## config.mk

```make
export PLATFORM = sky130hd
export DESIGN_NAME = doubly_linked_list_engine_core
export DESIGN_NICKNAME = d
export VERILOG_FILES = /design/src/sv/dlle_pkg.sv /design/src/sv/dlle_ram.sv /design/src/sv/doubly_linked_list_engine_core.sv
export SDC_FILE = /design/constraint.sdc
export NUM_CORES = 2
export LEC_CHECK = 0
export BUFFER_PORTS_ARGS = -buffer_cell sky130_fd_sc_hd__buf_2
export CORE_MARGIN = 3
export CORE_UTILIZATION = 40
export CTS_CLUSTER_SIZE = 25
export DETAILED_ROUTE_END_ITERATION = 8
export PLACE_DENSITY_LB_ADDON = 0.3
export SKIP_CTS_REPAIR_TIMING = 1
export SLEW_MARGIN = 10
export SYNTH_ARGS = -nofsm -noshare
export SYNTH_HDL_FRONTEND = slang
export SYNTH_SLANG_ARGS = --single-unit
```

## constraint.sdc

```tcl
create_clock -name i_clk -period 11.9 [get_ports i_clk]
set_input_delay 0.595 -clock i_clk [delete_from_list [all_inputs] [get_ports i_clk]]
set_output_delay 0.595 -clock i_clk [all_outputs]
set_load 0.02 [all_outputs]
```

## src/sv/dlle_pkg.sv

```systemverilog
`default_nettype none

package dlle_pkg;

    localparam int CMD_W       = 3;
    localparam int VALUE_W     = 32;
    localparam int POS_W       = 7;
    localparam int STATUS_W    = 3;
    localparam int COUNT_W     = 7;
    localparam int IN_TDATA_W  = 40;
    localparam int OUT_TDATA_W = 40;
    localparam int IN_PAD_W    = IN_TDATA_W - VALUE_W - POS_W;
    localparam int OUT_PAD_W   = OUT_TDATA_W - VALUE_W - COUNT_W;

    localparam logic [CMD_W-1:0] CMD_INSERT_EMPTY = 3'd0;
    localparam logic [CMD_W-1:0] CMD_INSERT_FRONT = 3'd1;
    localparam logic [CMD_W-1:0] CMD_INSERT_BACK  = 3'd2;
    localparam logic [CMD_W-1:0] CMD_INSERT_AT    = 3'd3;
    localparam logic [CMD_W-1:0] CMD_DUMP         = 3'd4;

    localparam logic [STATUS_W-1:0] ST_OK        = 3'd0;
    localparam logic [STATUS_W-1:0] ST_FULL      = 3'd1;
    localparam logic [STATUS_W-1:0] ST_BAD_POS   = 3'd2;
    localparam logic [STATUS_W-1:0] ST_NOT_EMPTY = 3'd3;
    localparam logic [STATUS_W-1:0] ST_EMPTY     = 3'd4;

endpackage

`default_nettype wire

```

## src/sv/dlle_ram.sv

```systemverilog
`default_nettype none

module dlle_ram #(
    parameter int WIDTH = 8,
    parameter int DEPTH = 64
) (
    input  wire logic                     i_clk,
    input  wire logic                     i_we,
    input  wire logic [$clog2(DEPTH)-1:0] i_waddr,
    input  wire logic [WIDTH-1:0]         i_wdata,
    input  wire logic [$clog2(DEPTH)-1:0] i_raddr,
    output logic      [WIDTH-1:0]         o_rdata
);

    logic [WIDTH-1:0] r_mem [DEPTH];

    always_ff @(posedge i_clk) begin
        if (i_we) begin
            r_mem[i_waddr] <= i_wdata;
        end
        o_rdata <= r_mem[i_raddr];
    end

endmodule

`default_nettype wire

```

## src/sv/doubly_linked_list_engine_core.sv

```systemverilog
`default_nettype none

// A bounded doubly linked list kept in a pool of POOL_NODES nodes, driven by one command word at
// a time: insert into an empty list, insert at the front or back, insert before a position, or
// dump the list from head to tail. Every insert returns one status word; a dump returns one word
// per element with tlast on the final one, or a single list_empty word. Values and links live in
// two memories with a registered read, so the rate is set by walking the link memory one node
// per cycle, and a dump waits whenever the output side stalls. A new command is taken only in
// the idle state, once the previous one has loaded its last output word. The memories are not
// cleared after reset and need no clearing pass.
module doubly_linked_list_engine_core #(
    parameter int POOL_NODES = 64,
    parameter int DATA_WIDTH = 32
) (
    input  wire logic                             i_clk,
    input  wire logic                             i_rst_n,
    input  wire logic                             s_axis_tvalid,
    output logic                                  s_axis_tready,
    // value [31:0], position [38:32], zero [39]
    input  wire logic [dlle_pkg::IN_TDATA_W-1:0]  s_axis_tdata,
    // command [2:0]
    input  wire logic [dlle_pkg::CMD_W-1:0]       s_axis_tuser,
    output logic                                  m_axis_tvalid,
    input  wire logic                             m_axis_tready,
    // data_out [31:0], element_count [38:32], zero [39]
    output logic      [dlle_pkg::OUT_TDATA_W-1:0] m_axis_tdata,
    // status [2:0]
    output logic      [dlle_pkg::STATUS_W-1:0]    m_axis_tuser,
    output logic                                  m_axis_tlast
);

    import dlle_pkg::*;

    localparam int AW = $clog2(POOL_NODES);
    localparam int CW = $clog2(POOL_NODES + 1);
    localparam int LW = 2 * AW;

    typedef enum logic [6:0] {
        S_IDLE    = 7'b0000001,
        S_RESP    = 7'b0000010,
        S_FIX     = 7'b0000100,
        S_WALK    = 7'b0001000,
        S_MID_BEF = 7'b0010000,
        S_MID_CUR = 7'b0100000,
        S_DUMP    = 7'b1000000
    } t_state;

    typedef struct packed {
        logic [AW-1:0] nxt;
        logic [AW-1:0] prv;
    } t_link;

    t_state              r_state, n_state;
    logic [CW-1:0]       r_count, n_count;
    logic [AW-1:0]       r_head, n_head;
    logic [AW-1:0]       r_tail, n_tail;
    logic [AW-1:0]       r_new, n_new;
    logic [AW-1:0]       r_cur, n_cur;
    logic [AW-1:0]       r_cur_next, n_cur_next;
    logic [AW-1:0]       r_before, n_before;
    logic [CW-1:0]       r_left, n_left;
    logic                r_fix_back, n_fix_back;
    logic [STATUS_W-1:0] r_status, n_status;

    logic                r_ovalid;
    logic [VALUE_W-1:0]  r_odata;
    logic [STATUS_W-1:0] r_ostatus;
    logic                r_olast;
    logic [COUNT_W-1:0]  r_ocount;

    logic                out_load;
    logic [VALUE_W-1:0]  out_data;
    logic [STATUS_W-1:0] out_status;
    logic                out_last;

    logic                accept;
    logic                slot_free;
    logic                is_empty;
    logic                is_full;
    logic [AW-1:0]       new_idx;
    logic [CMD_W-1:0]    in_cmd;
    logic [VALUE_W-1:0]  in_value;
    logic [POS_W-1:0]    in_pos;

    logic                         link_we;
    logic [AW-1:0]                link_waddr;
    t_link                        link_wdata;
    t_link                        link_rd;
    logic                         val_we;
    logic signed [DATA_WIDTH-1:0] val_wdata;
    logic signed [DATA_WIDTH-1:0] val_rd;
    logic [AW-1:0]                rd_addr;

    assign in_cmd   = s_axis_tuser;
    assign in_value = s_axis_tdata[VALUE_W-1:0];
    assign in_pos   = s_axis_tdata[VALUE_W+POS_W-1:VALUE_W];

    assign s_axis_tready = (r_state == S_IDLE);
    assign accept        = s_axis_tvalid && s_axis_tready;
    assign slot_free     = !r_ovalid || m_axis_tready;
    assign is_empty      = (r_count == '0);
    assign is_full       = (r_count == CW'(POOL_NODES));
    assign new_idx       = r_count[AW-1:0];
    assign val_wdata     = DATA_WIDTH'(signed'(in_value));

    always_comb begin
        n_state    = r_state;
        n_count    = r_count;
        n_head     = r_head;
        n_tail     = r_tail;
        n_new      = r_new;
        n_cur      = r_cur;
        n_cur_next = r_cur_next;
        n_before   = r_before;
        n_left     = r_left;
        n_fix_back = r_fix_back;
        n_status   = r_status;
        link_we    = 1'b0;
        link_waddr = r_cur;
        link_wdata = '0;
        val_we     = 1'b0;
        rd_addr    = r_cur;
        out_load   = 1'b0;
        out_data   = '0;
        out_status = ST_OK;
        out_last   = 1'b1;

        case (r_state)
            S_IDLE: begin
                if (accept) begin
                    case (in_cmd)
                        CMD_DUMP: begin
                            if (is_empty) begin
                                n_status = ST_EMPTY;
                                n_state  = S_RESP;
                            end else begin
                                rd_addr = r_head;
                                n_cur   = r_head;
                                n_left  = r_count;
                                n_state = S_DUMP;
                            end
                        end
                        CMD_INSERT_EMPTY, CMD_INSERT_FRONT, CMD_INSERT_BACK,
                        CMD_INSERT_AT: begin
                            n_state = S_RESP;
                            if (is_full) begin
                                n_status = ST_FULL;
                            end else if (in_cmd == CMD_INSERT_EMPTY && !is_empty) begin
                                n_status = ST_NOT_EMPTY;
                            end else if (in_cmd == CMD_INSERT_AT &&
                                         in_pos > COUNT_W'(r_count)) begin
                                n_status = ST_BAD_POS;
                            end else begin
                                n_status = ST_OK;
                                val_we   = 1'b1;
                                n_new    = new_idx;
                                n_count  = r_count + CW'(1);
                                if (in_cmd == CMD_INSERT_EMPTY || is_empty) begin
                                    n_head = new_idx;
                                    n_tail = new_idx;
                                end else if (in_cmd == CMD_INSERT_FRONT ||
                                             (in_cmd == CMD_INSERT_AT && in_pos == '0)) begin
                                    link_we    = 1'b1;
                                    link_waddr = new_idx;
                                    link_wdata = '{nxt: r_head, prv: '0};
                                    rd_addr    = r_head;
                                    n_cur      = r_head;
                                    n_fix_back = 1'b0;
                                    n_head     = new_idx;
                                    n_state    = S_FIX;
                                end else if (in_cmd == CMD_INSERT_BACK ||
                                             in_pos == COUNT_W'(r_count)) begin
                                    link_we    = 1'b1;
                                    link_waddr = new_idx;
                                    link_wdata = '{nxt: '0, prv: r_tail};
                                    rd_addr    = r_tail;
                                    n_cur      = r_tail;
                                    n_fix_back = 1'b1;
                                    n_tail     = new_idx;
                                    n_state    = S_FIX;
                                end else begin
                                    rd_addr = r_head;
                                    n_cur   = r_head;
                                    n_left  = CW'(in_pos);
                                    n_state = S_WALK;
                                end
                            end
                        end
                        default: begin
                            n_state = S_IDLE;
                        end
                    endcase
                end
            end
            S_FIX: begin
                link_we    = 1'b1;
                link_waddr = r_cur;
                if (r_fix_back) begin
                    link_wdata = '{nxt: r_new, prv: link_rd.prv};
                end else begin
                    link_wdata = '{nxt: link_rd.nxt, prv: r_new};
                end
                n_state    = S_RESP;
            end
            S_WALK: begin
                if (r_left == '0) begin
                    link_we    = 1'b1;
                    link_waddr = r_new;
                    link_wdata = '{nxt: r_cur, prv: link_rd.prv};
                    n_cur_next = link_rd.nxt;
                    n_before   = link_rd.prv;
                    rd_addr    = link_rd.prv;
                    n_state    = S_MID_BEF;
                end else begin
                    n_cur   = link_rd.nxt;
                    rd_addr = link_rd.nxt;
                    n_left  = r_left - CW'(1);
                end
            end
            S_MID_BEF: begin
                link_we    = 1'b1;
                link_waddr = r_before;
                link_wdata = '{nxt: r_new, prv: link_rd.prv};
                n_state    = S_MID_CUR;
            end
            S_MID_CUR: begin
                link_we    = 1'b1;
                link_waddr = r_cur;
                link_wdata = '{nxt: r_cur_next, prv: r_new};
                n_state    = S_RESP;
            end
            S_RESP: begin
                if (slot_free) begin
                    out_load   = 1'b1;
                    out_status = r_status;
                    n_state    = S_IDLE;
                end
            end
            S_DUMP: begin
                if (slot_free) begin
                    out_load   = 1'b1;
                    out_status = ST_OK;
                    out_data   = VALUE_W'(val_rd);
                    out_last   = (r_left == CW'(1));
                    if (r_left == CW'(1)) begin
                        n_state = S_IDLE;
                    end else begin
                        n_cur   = link_rd.nxt;
                        rd_addr = link_rd.nxt;
                        n_left  = r_left - CW'(1);
                    end
                end
            end
            default: begin
                n_state = S_IDLE;
            end
        endcase
    end

    always_ff @(posedge i_clk) begin
        if (!i_rst_n) begin
            r_state  <= S_IDLE;
            r_count  <= '0;
            r_ovalid <= 1'b0;
        end else begin
            r_state <= n_state;
            r_count <= n_count;
            if (out_load) begin
                r_ovalid <= 1'b1;
            end else if (m_axis_tready) begin
                r_ovalid <= 1'b0;
            end
        end
    end

    always_ff @(posedge i_clk) begin
        r_head     <= n_head;
        r_tail     <= n_tail;
        r_new      <= n_new;
        r_cur      <= n_cur;
        r_cur_next <= n_cur_next;
        r_before   <= n_before;
        r_left     <= n_left;
        r_fix_back <= n_fix_back;
        r_status   <= n_status;
        if (out_load) begin
            r_odata   <= out_data;
            r_ostatus <= out_status;
            r_olast   <= out_last;
            r_ocount  <= COUNT_W'(r_count);
        end
    end

    dlle_ram #(
        .WIDTH (LW),
        .DEPTH (POOL_NODES)
    ) u_link_ram (
        .i_clk   (i_clk),
        .i_we    (link_we),
        .i_waddr (link_waddr),
        .i_wdata (link_wdata),
        .i_raddr (rd_addr),
        .o_rdata (link_rd)
    );

    dlle_ram #(
        .WIDTH (DATA_WIDTH),
        .DEPTH (POOL_NODES)
    ) u_value_ram (
        .i_clk   (i_clk),
        .i_we    (val_we),
        .i_waddr (new_idx),
        .i_wdata (val_wdata),
        .i_raddr (rd_addr),
        .o_rdata (val_rd)
    );

    assign m_axis_tvalid = r_ovalid;
    assign m_axis_tdata  = {{OUT_PAD_W{1'b0}}, r_ocount, r_odata};
    assign m_axis_tuser  = r_ostatus;
    assign m_axis_tlast  = r_olast;

    a_count_bound: assert property (@(posedge i_clk) disable iff (!i_rst_n)
        r_count <= CW'(POOL_NODES))
        else $error("element count exceeds the pool size");

    a_count_step: assert property (@(posedge i_clk) disable iff (!i_rst_n)
        1'b1 |=> (r_count == $past(r_count) || r_count == $past(r_count) + CW'(1)))
        else $error("element count changed by more than one");

    a_empty_word: assert property (@(posedge i_clk) disable iff (!i_rst_n)
        (m_axis_tvalid && m_axis_tuser == ST_EMPTY) |-> (r_ocount == '0 && m_axis_tlast))
        else $error("list_empty word with a non-zero count or without tlast");

    a_dump_left: assert property (@(posedge i_clk) disable iff (!i_rst_n)
        (r_state == S_DUMP) |-> (r_left != '0 && r_left <= r_count))
        else $error("dump word counter out of range");

endmodule

`default_nettype wire

```

# Word-level counts from Yosys, hierarchy flattened
# Memories as Yosys holds them, arrays and structs flattened. A register that Yosys moved wholly into a read port is not among the register bits.
# Index checks and enable logic that the tools add are counted.
[totals]
ff_bits = 105
romBits = 0
mem_count = 2
mem_bits_rw = 2816
wordCells = 189
output_inout_bits = 46
latch_bits = 0
in_bits = 47
[op_classes]
bitwise_logic = 4
muxes = 98
shift = 0
addsub = 2
reduce_logical = 35
mul = 0
n_lt_le_gt_ge = 1
n_eq_ne = 31
div_mod_pow = 0
[memory_table]
columns = ["name", "words", "width", "read_ports", "rd_ports_with_merged_regs", "write_ports", "line", "text"]
rows = [
  ["u_value_ram.r_mem", 64, 32, 1, 1, 1, "dlle_ram.sv:15", "logic [WIDTH-1:0] r_mem [DEPTH];"],
  ["u_link_ram.r_mem", 64, 12, 1, 1, 1, "dlle_ram.sv:15", ""],
]
[ops]
columns = ["op", "count"]
rows = [
  ["2-to-1 mux 6 bit", 27],
  ["2-to-1 mux 7 bit", 17],
  ["2-to-1 mux 12 bit", 9],
  ["one-hot mux 12 bit (5 select lines)", 1],
  ["one-hot mux 6 bit (3 select lines)", 3],
  ["one-hot mux 7 bit (6 select lines)", 1],
  ["one-hot mux 7 bit (2 select lines)", 2],
  ["2-to-1 mux 1 bit", 24],
  ["2-to-1 mux 4 bit", 6],
  ["zero test 7 bit", 3],
  ["inequality test 3 bit, second input constant", 7],
  ["one-hot mux 7 bit (3 select lines)", 1],
  ["inequality test 2 bit, second input constant", 8],
  ["AND reduction 8 bit", 2],
  ["== test 7 x 1 -> 1 bit, second input constant", 2],
  ["== test 7 bit, second input constant", 2],
  ["AND reduction 13 bit", 1],
  ["one-hot mux 6 bit (2 select lines)", 1],
  ["nonzero test 2 bit", 5],
  ["AND reduction 2 bit", 4],
  ["adder 7 x 1 -> 7 bit, second input constant", 1],
  ["== test 7 x 2 -> 1 bit, second input constant", 1],
  ["== test 7 x 3 -> 1 bit, second input constant", 1],
  ["== test 7 x 4 -> 1 bit, second input constant", 1],
  ["other kinds (27)", 41],
]

# Longest topological paths before layout
[depth]
ltp_word = 13
depth_mapped = 18
ltp_nobuf = 12

# Hierarchy
# A second synthesis with hierarchy kept.
[unflattened]
hier_cells = 5313
hier_area_um2 = 114332.2
[by_module_without_submodules]
columns = ["mod", "cells_per_inst", "seq_area_each_um2", "n_inst", "area_each_um2"]
rows = [
  ["dlle_ram (u_value_ram)", 3511, 62139.6, 1, 79039.6],
  ["dlle_ram (u_link_ram)", 1324, 23302.3, 1, 29871.1],
  ["doubly_linked_list_engine_core", 478, 3002.9, 1, 5421.4],
]

# Worst setup path after synthesis
# OpenSTA, ideal clock, no wires.
[synth_timing]
path_kind = "flip-flop to flip-flop"
start = "register r_count[5]"
end = "memory u_value_ram.r_mem[48][0] in the netlist's numbering, enable pin"
setup_time_ns = 0.501
arrival_ns = 6.342
path_stages_with_launch = 14
slack_ns = 5.057
n_path_buf = 4
period_less_slack_ns = 6.843
required_time_ns = 11.399
cell_sequence = "dfxtp_1 -> clkbuf_1 -> clkinv_1 -> ha_1 -> nand4_1 -> or2_2 -> o2111a_1 -> clkbuf_1 -> a21oi_1 -> and4_1 -> clkbuf_1 -> buf_1 -> nand4_1 -> nor4_1"
[synth_via]
elab_chain_cells = 10
elab_cells_between_ends = 14
classes_between = "order compare (1); eq/ne (1); mux (8); reduce/logical (4)"
[synth_rtl]
columns = ["item", "line", "text"]
rows = [
  ["start, declared", "doubly_linked_list_engine_core.sv:54", "logic [CW-1:0] r_count, n_count;"],
  ["start signal, assigned", "doubly_linked_list_engine_core.sv:267", "r_count <= n_count;"],
  ["> comparator 7 bit or zero test 7 bit (tied branches)", "doubly_linked_list_engine_core.sv:151, doubly_linked_list_engine_core.sv:101", ""],
  ["logical AND 1 bit or zero test 1 bit (tied branches)", "doubly_linked_list_engine_core.sv:150, doubly_linked_list_engine_core.sv:148", ""],
  ["2-to-1 mux 1 bit or logical AND 1 bit (tied branches)", "doubly_linked_list_engine_core.sv:150, doubly_linked_list_engine_core.sv:148", ""],
  ["2-to-1 mux 1 bit", "doubly_linked_list_engine_core.sv:148", "end else if (in_cmd == CMD_INSERT_EMPTY && !is_empty) begin"],
  ["2-to-1 mux 1 bit", "doubly_linked_list_engine_core.sv:146", "if (is_full) begin"],
  ["2-to-1 mux 1 bit", "doubly_linked_list_engine_core.sv:131", "case (in_cmd)"],
  ["2-to-1 mux 1 bit", "doubly_linked_list_engine_core.sv:130", "if (accept) begin"],
  ["2-to-1 mux 1 bit", "doubly_linked_list_engine_core.sv:128", "case (r_state)"],
  ["2-to-1 mux 1 bit", "dlle_ram.sv:18", "if (i_we) begin"],
  ["2-to-1 mux 1 bit (not written as such)", "dlle_ram.sv:19", "r_mem[i_waddr] <= i_wdata;"],
  ["end, declared", "dlle_ram.sv:15", ""],
]
# Several ways; a longest one is shown, not always the timed one.

# Final worst setup path
[layout_timing]
start = "register r_count[5]"
end = "register u_value_ram.o_rdata[30], read port of u_value_ram.r_mem"
[layout_via]
elab_chain_cells = 11
elab_cells_between_ends = 19
classes_between = "order compare (1); eq/ne (2); mux (10); reduce/logical (6)"
[layout_rtl]
columns = ["item", "line", "text"]
rows = [
  ["== test 7 bit", "doubly_linked_list_engine_core.sv:172", "in_pos == COUNT_W'(r_count)) begin"],
  ["logical OR 1 bit", "doubly_linked_list_engine_core.sv:171", "end else if (in_cmd == CMD_INSERT_BACK ||"],
  ["2-to-1 mux 6 bit", "doubly_linked_list_engine_core.sv:171", ""],
  ["2-to-1 mux 6 bit", "doubly_linked_list_engine_core.sv:161", "end else if (in_cmd == CMD_INSERT_FRONT ||"],
  ["2-to-1 mux 6 bit (2 in a row)", "--", ""],
  ["2-to-1 mux 6 bit", "doubly_linked_list_engine_core.sv:148", ""],
  ["2-to-1 mux 6 bit", "doubly_linked_list_engine_core.sv:146", ""],
  ["one-hot mux 6 bit (2 select lines) *", "doubly_linked_list_engine_core.sv:131", ""],
  ["2-to-1 mux 6 bit *", "--", ""],
  ["one-hot mux 6 bit (3 select lines) *", "doubly_linked_list_engine_core.sv:128", ""],
  ["end, declared", "dlle_ram.sv:12", "output logic [WIDTH-1:0] o_rdata"],
]
# Mark *: on every way between the ends. The rest lies on a longest branch, timed or not.
# A chain may end at the register's enable or synchronous reset.

==> impl_results.md <==
* Status: finished clean
* Yosys reg bits at 2965
* Layout Skew at 0.09091 ns
* Placed cell areas at 0.1210 sq mm
* Post-synth top area share at 75.38%
* Post-synth top area cell: edfxtp_1
* Critical Path RT at 12.58 ns
* Clk Latency, worst-skew pair at 0.88 ns
* Setup_tns at 0 ns
* Clock share of power at 34.6%
* Post-Syn Instances at 7190
* Sequential fraction of the synthesis area at 76.40%
* First-pass GRT wire length at 441000 um
* Drt first pass iters at 8
* Die Span X at 544.0 um
* H-tree levels at 5
* Post-DP HPWL at 162500 um
* Final Max Tran Viols at 0
* Synth-to-Final Area Change at 12.77%
* Least-Margin Pin Slew at 1.397 ns
* Post-synth EDFFs at 2906
* Sw frac at 29.65%
* Tcrit/Tclk final at 61.57%
* Vias in the first global route at 63924
* Max-cap violations at 0
* Worst hold path class: input pin to register
* Reg area at 0.08844 sq mm
* NetSw at 7812 uW
* CP endpoint kind: register
* Gpl congestion at 0.8583
* Hold_sp: i_rst_n
* Worst-path clk slew at 0.06 ns
* Ys async rst share at 0%
* Comb pwr share at 21.2%
* Filler instances at 24278
* Crit path DAT at 8.00 ns
* Crit. Startpoint: r_count[5]
* Nets at 7360
* Commonest non-fill, non-tap cell in the layout: edfxtp_1
* Layout Cells excl Fill at 11320
* Final setup violation count at 0
* Num CTS Buffers at 305
* Syn. warnings at 0
* Die outline height at 544.0 um
* DIE AREA at 0.2959 sq mm
* Remaining antenna violation count at 0
* Fmax at 136.5 MHz
* Hold Fails Final Rpt at 0
* Initial antenna violation count at 19
* Overall Global Routing Usage at 20.16%
* Peak supply drop at 157.9 uV
* Mapped Area at 0.1158 sq mm
* Syn Nets at 7248
* Multi-input gate area at 0.02584 sq mm
* Initial Util at 40.38%
* Worst setup SP type: register
* Core box area at 0.2867 sq mm
* Internal power at 18530 uW
* Final min period at 7.327 ns
* Worst r2r src: r_count[5]
* Clock root cell: clkbuf_16
* PortBufs at 90
* WL final at 305600 um
* Most frequent cells in the layout: 2906 x edfxtp_1, 1112 x nand2_1, 579 x mux2i_1, 430 x a21oi_1, 349 x a221oi_1
* Crit path max fanout at 62
* Vias per cell at 5.829
* Final Instance Area at 0.1306 sq mm
* DP Cell Count at 10756
* Max-slew headroom at 5.634%
* Vias at 65984
* I/O Pins at 93
* Layout cell share with drive strength beyond 1 at 12.25%
* Main area contributors after synthesis: edfxtp_1 75%, mux2i_1 5.0%, nand2_1 3.6%
* PwrDens at 201.8 mW/mm^2
* CTS tree: yes
* Congestion Overflow GR at 0
* P_leak at 0.04155 uW
* Crit Path Class: register to register
* Post-synth top flop: edfxtp_1
* Avg WL per Cell at 26.99 um
* DR iter-0 viols at 8030
* Largest net degree at the start of global routing at 181
* Syn Area/Cell at 16.10 sq um
* Row count at 196
* Util after Layout at 45.54%
* Unrepaired setup endpoints after global routing: false
* Clock sinks at 2965
* Yosys cell types at 75
* Sequential power share at 44.2%
* CTS max path bufs at 4
* DRC errors left at 0
[power by group through the flow]
stage | Combinational (uW) | Sequential, uW | Clock [uW]
2_1_floorplan | 3650 | 11800 | 0
3_3_place_gp | 5430 | 11900 | 0
3_5_place_dp | 5520 | 11900 | 0
4_1_cts | 5550 | 11700 | 9250
5_1_grt | 5970 | 11700 | 9670
6_report | 5590 | 11700 | 9100
[cells in the mapped netlist (7+ instances only)]
cell	instances
edfxtp_1	2906
nand2_1	1121
mux2i_1	579
a21oi_1	432
a221oi_1	349
clkbuf_1	262
nand3_1	188
nor2_1	143
buf_2	139
mux4_2	89
o2111ai_1	85
nand4_1	61
dfxtp_1	59
nor4_1	53
a31oi_1	50
and3_1	49
nand2b_1	48
and2_1	47
buf_1	45
a32o_1	44
and4_1	44
mux2_2	44
o41ai_1	44
a211o_1	43
o21ai_0	22
buf_4	21
nor2b_1	18
nor3_1	17
inv_1	16
a22oi_1	12
a211oi_1	11
ha_1	11
o211ai_1	11
a21o_1	9
a22o_1	9
xnor2_1	8
a222oi_1	7
or3_1	7
[flip-flops by register name, indices dropped and copies added (netlist names), 7 cells and up]
name and cells:
r_state 7, r_ocount 7, u_link_ram.r_mem 768, u_value_ram.o_rdata 32, r_odata 32, r_left 7
u_value_ram.r_mem 2048, r_count 7, u_link_ram.o_rdata 12
[kinds of logic (layout without fill, tap and decap cells)]
group           after synthesis  in the layout  share of synthesized area (%)
compound gates             1176           1176                          7.323
xor+xnor                     11             11                        0.08323
buf+inv                     489            831                          1.830
flops                      2965           2965                          76.40
mux                         712            712                          7.166
fa+ha+maj                    11             11                         0.1189
simple gates               1825           1825                          7.077
other cells                   1             27                       0.003239
[layout make-up]
type / instances / share of cell area (%)
inverters: 18 / 0.05175
flip-flops and latches: 2965 / 67.74
multi-input cells: 3736 / 19.79
repair buffers: 276 / 1.551
diodes: 26 / 0.04983
clock buffers: 400 / 6.285
clock inverters: 137 / 0.9219
well taps: 3762 / 3.605
[worst paths after layout]
| check | cells past startpoint | to | slack, ns |
|---|---|---|---|
| max reg2reg | 15 | u_value_ram.o_rdata[30] | 4.57 |
| max | 15 | u_value_ram.o_rdata[30] | 4.57 |
| min | 2 | r_state[0] | 0.14 |
| min reg2reg | 1 | m_axis_tuser[1] | 0.51 |
[critical path, stage by stage, from the launching register on]
cell	delay (ns)
dfxtp_1	0.81
clkinv_1	0.55
ha_1	0.45
nand4_1	0.14
or2_2	0.34
o2111a_1	0.30
or4_1	0.63
nand4_1	0.65
buf_4	0.84
buf_4	0.87
mux2i_1	0.27
mux2i_1	0.10
mux2_2	0.33
a2111oi_0	0.51
buf_4	0.23
nand4_1	0.09
[layer usage]
layer / routed length [um] / GRT usage (%) / vias to the layer above
met5: 52 / 0 / -
met3: 25460 / 3.825 / 486
met4: 7837 / 5.542 / 8
met1: 127100 / 28.01 / 34110
li1: - / - / 28642
met2: 145200 / 32.54 / 2738
[through the flow]
step	power, uW	setup WS [ns]	hold slack (ns)
2_1_floorplan	15440	5.057	0.4303
3_3_place_gp	17310	4.676	0.4992
3_5_place_dp	17400	4.606	0.4918
4_1_cts	26450	4.591	0.07358
5_1_grt	27300	4.196	0.1288
6_report	26350	4.573	0.1394
Note: power is estimated with default switching activity, not from simulation.
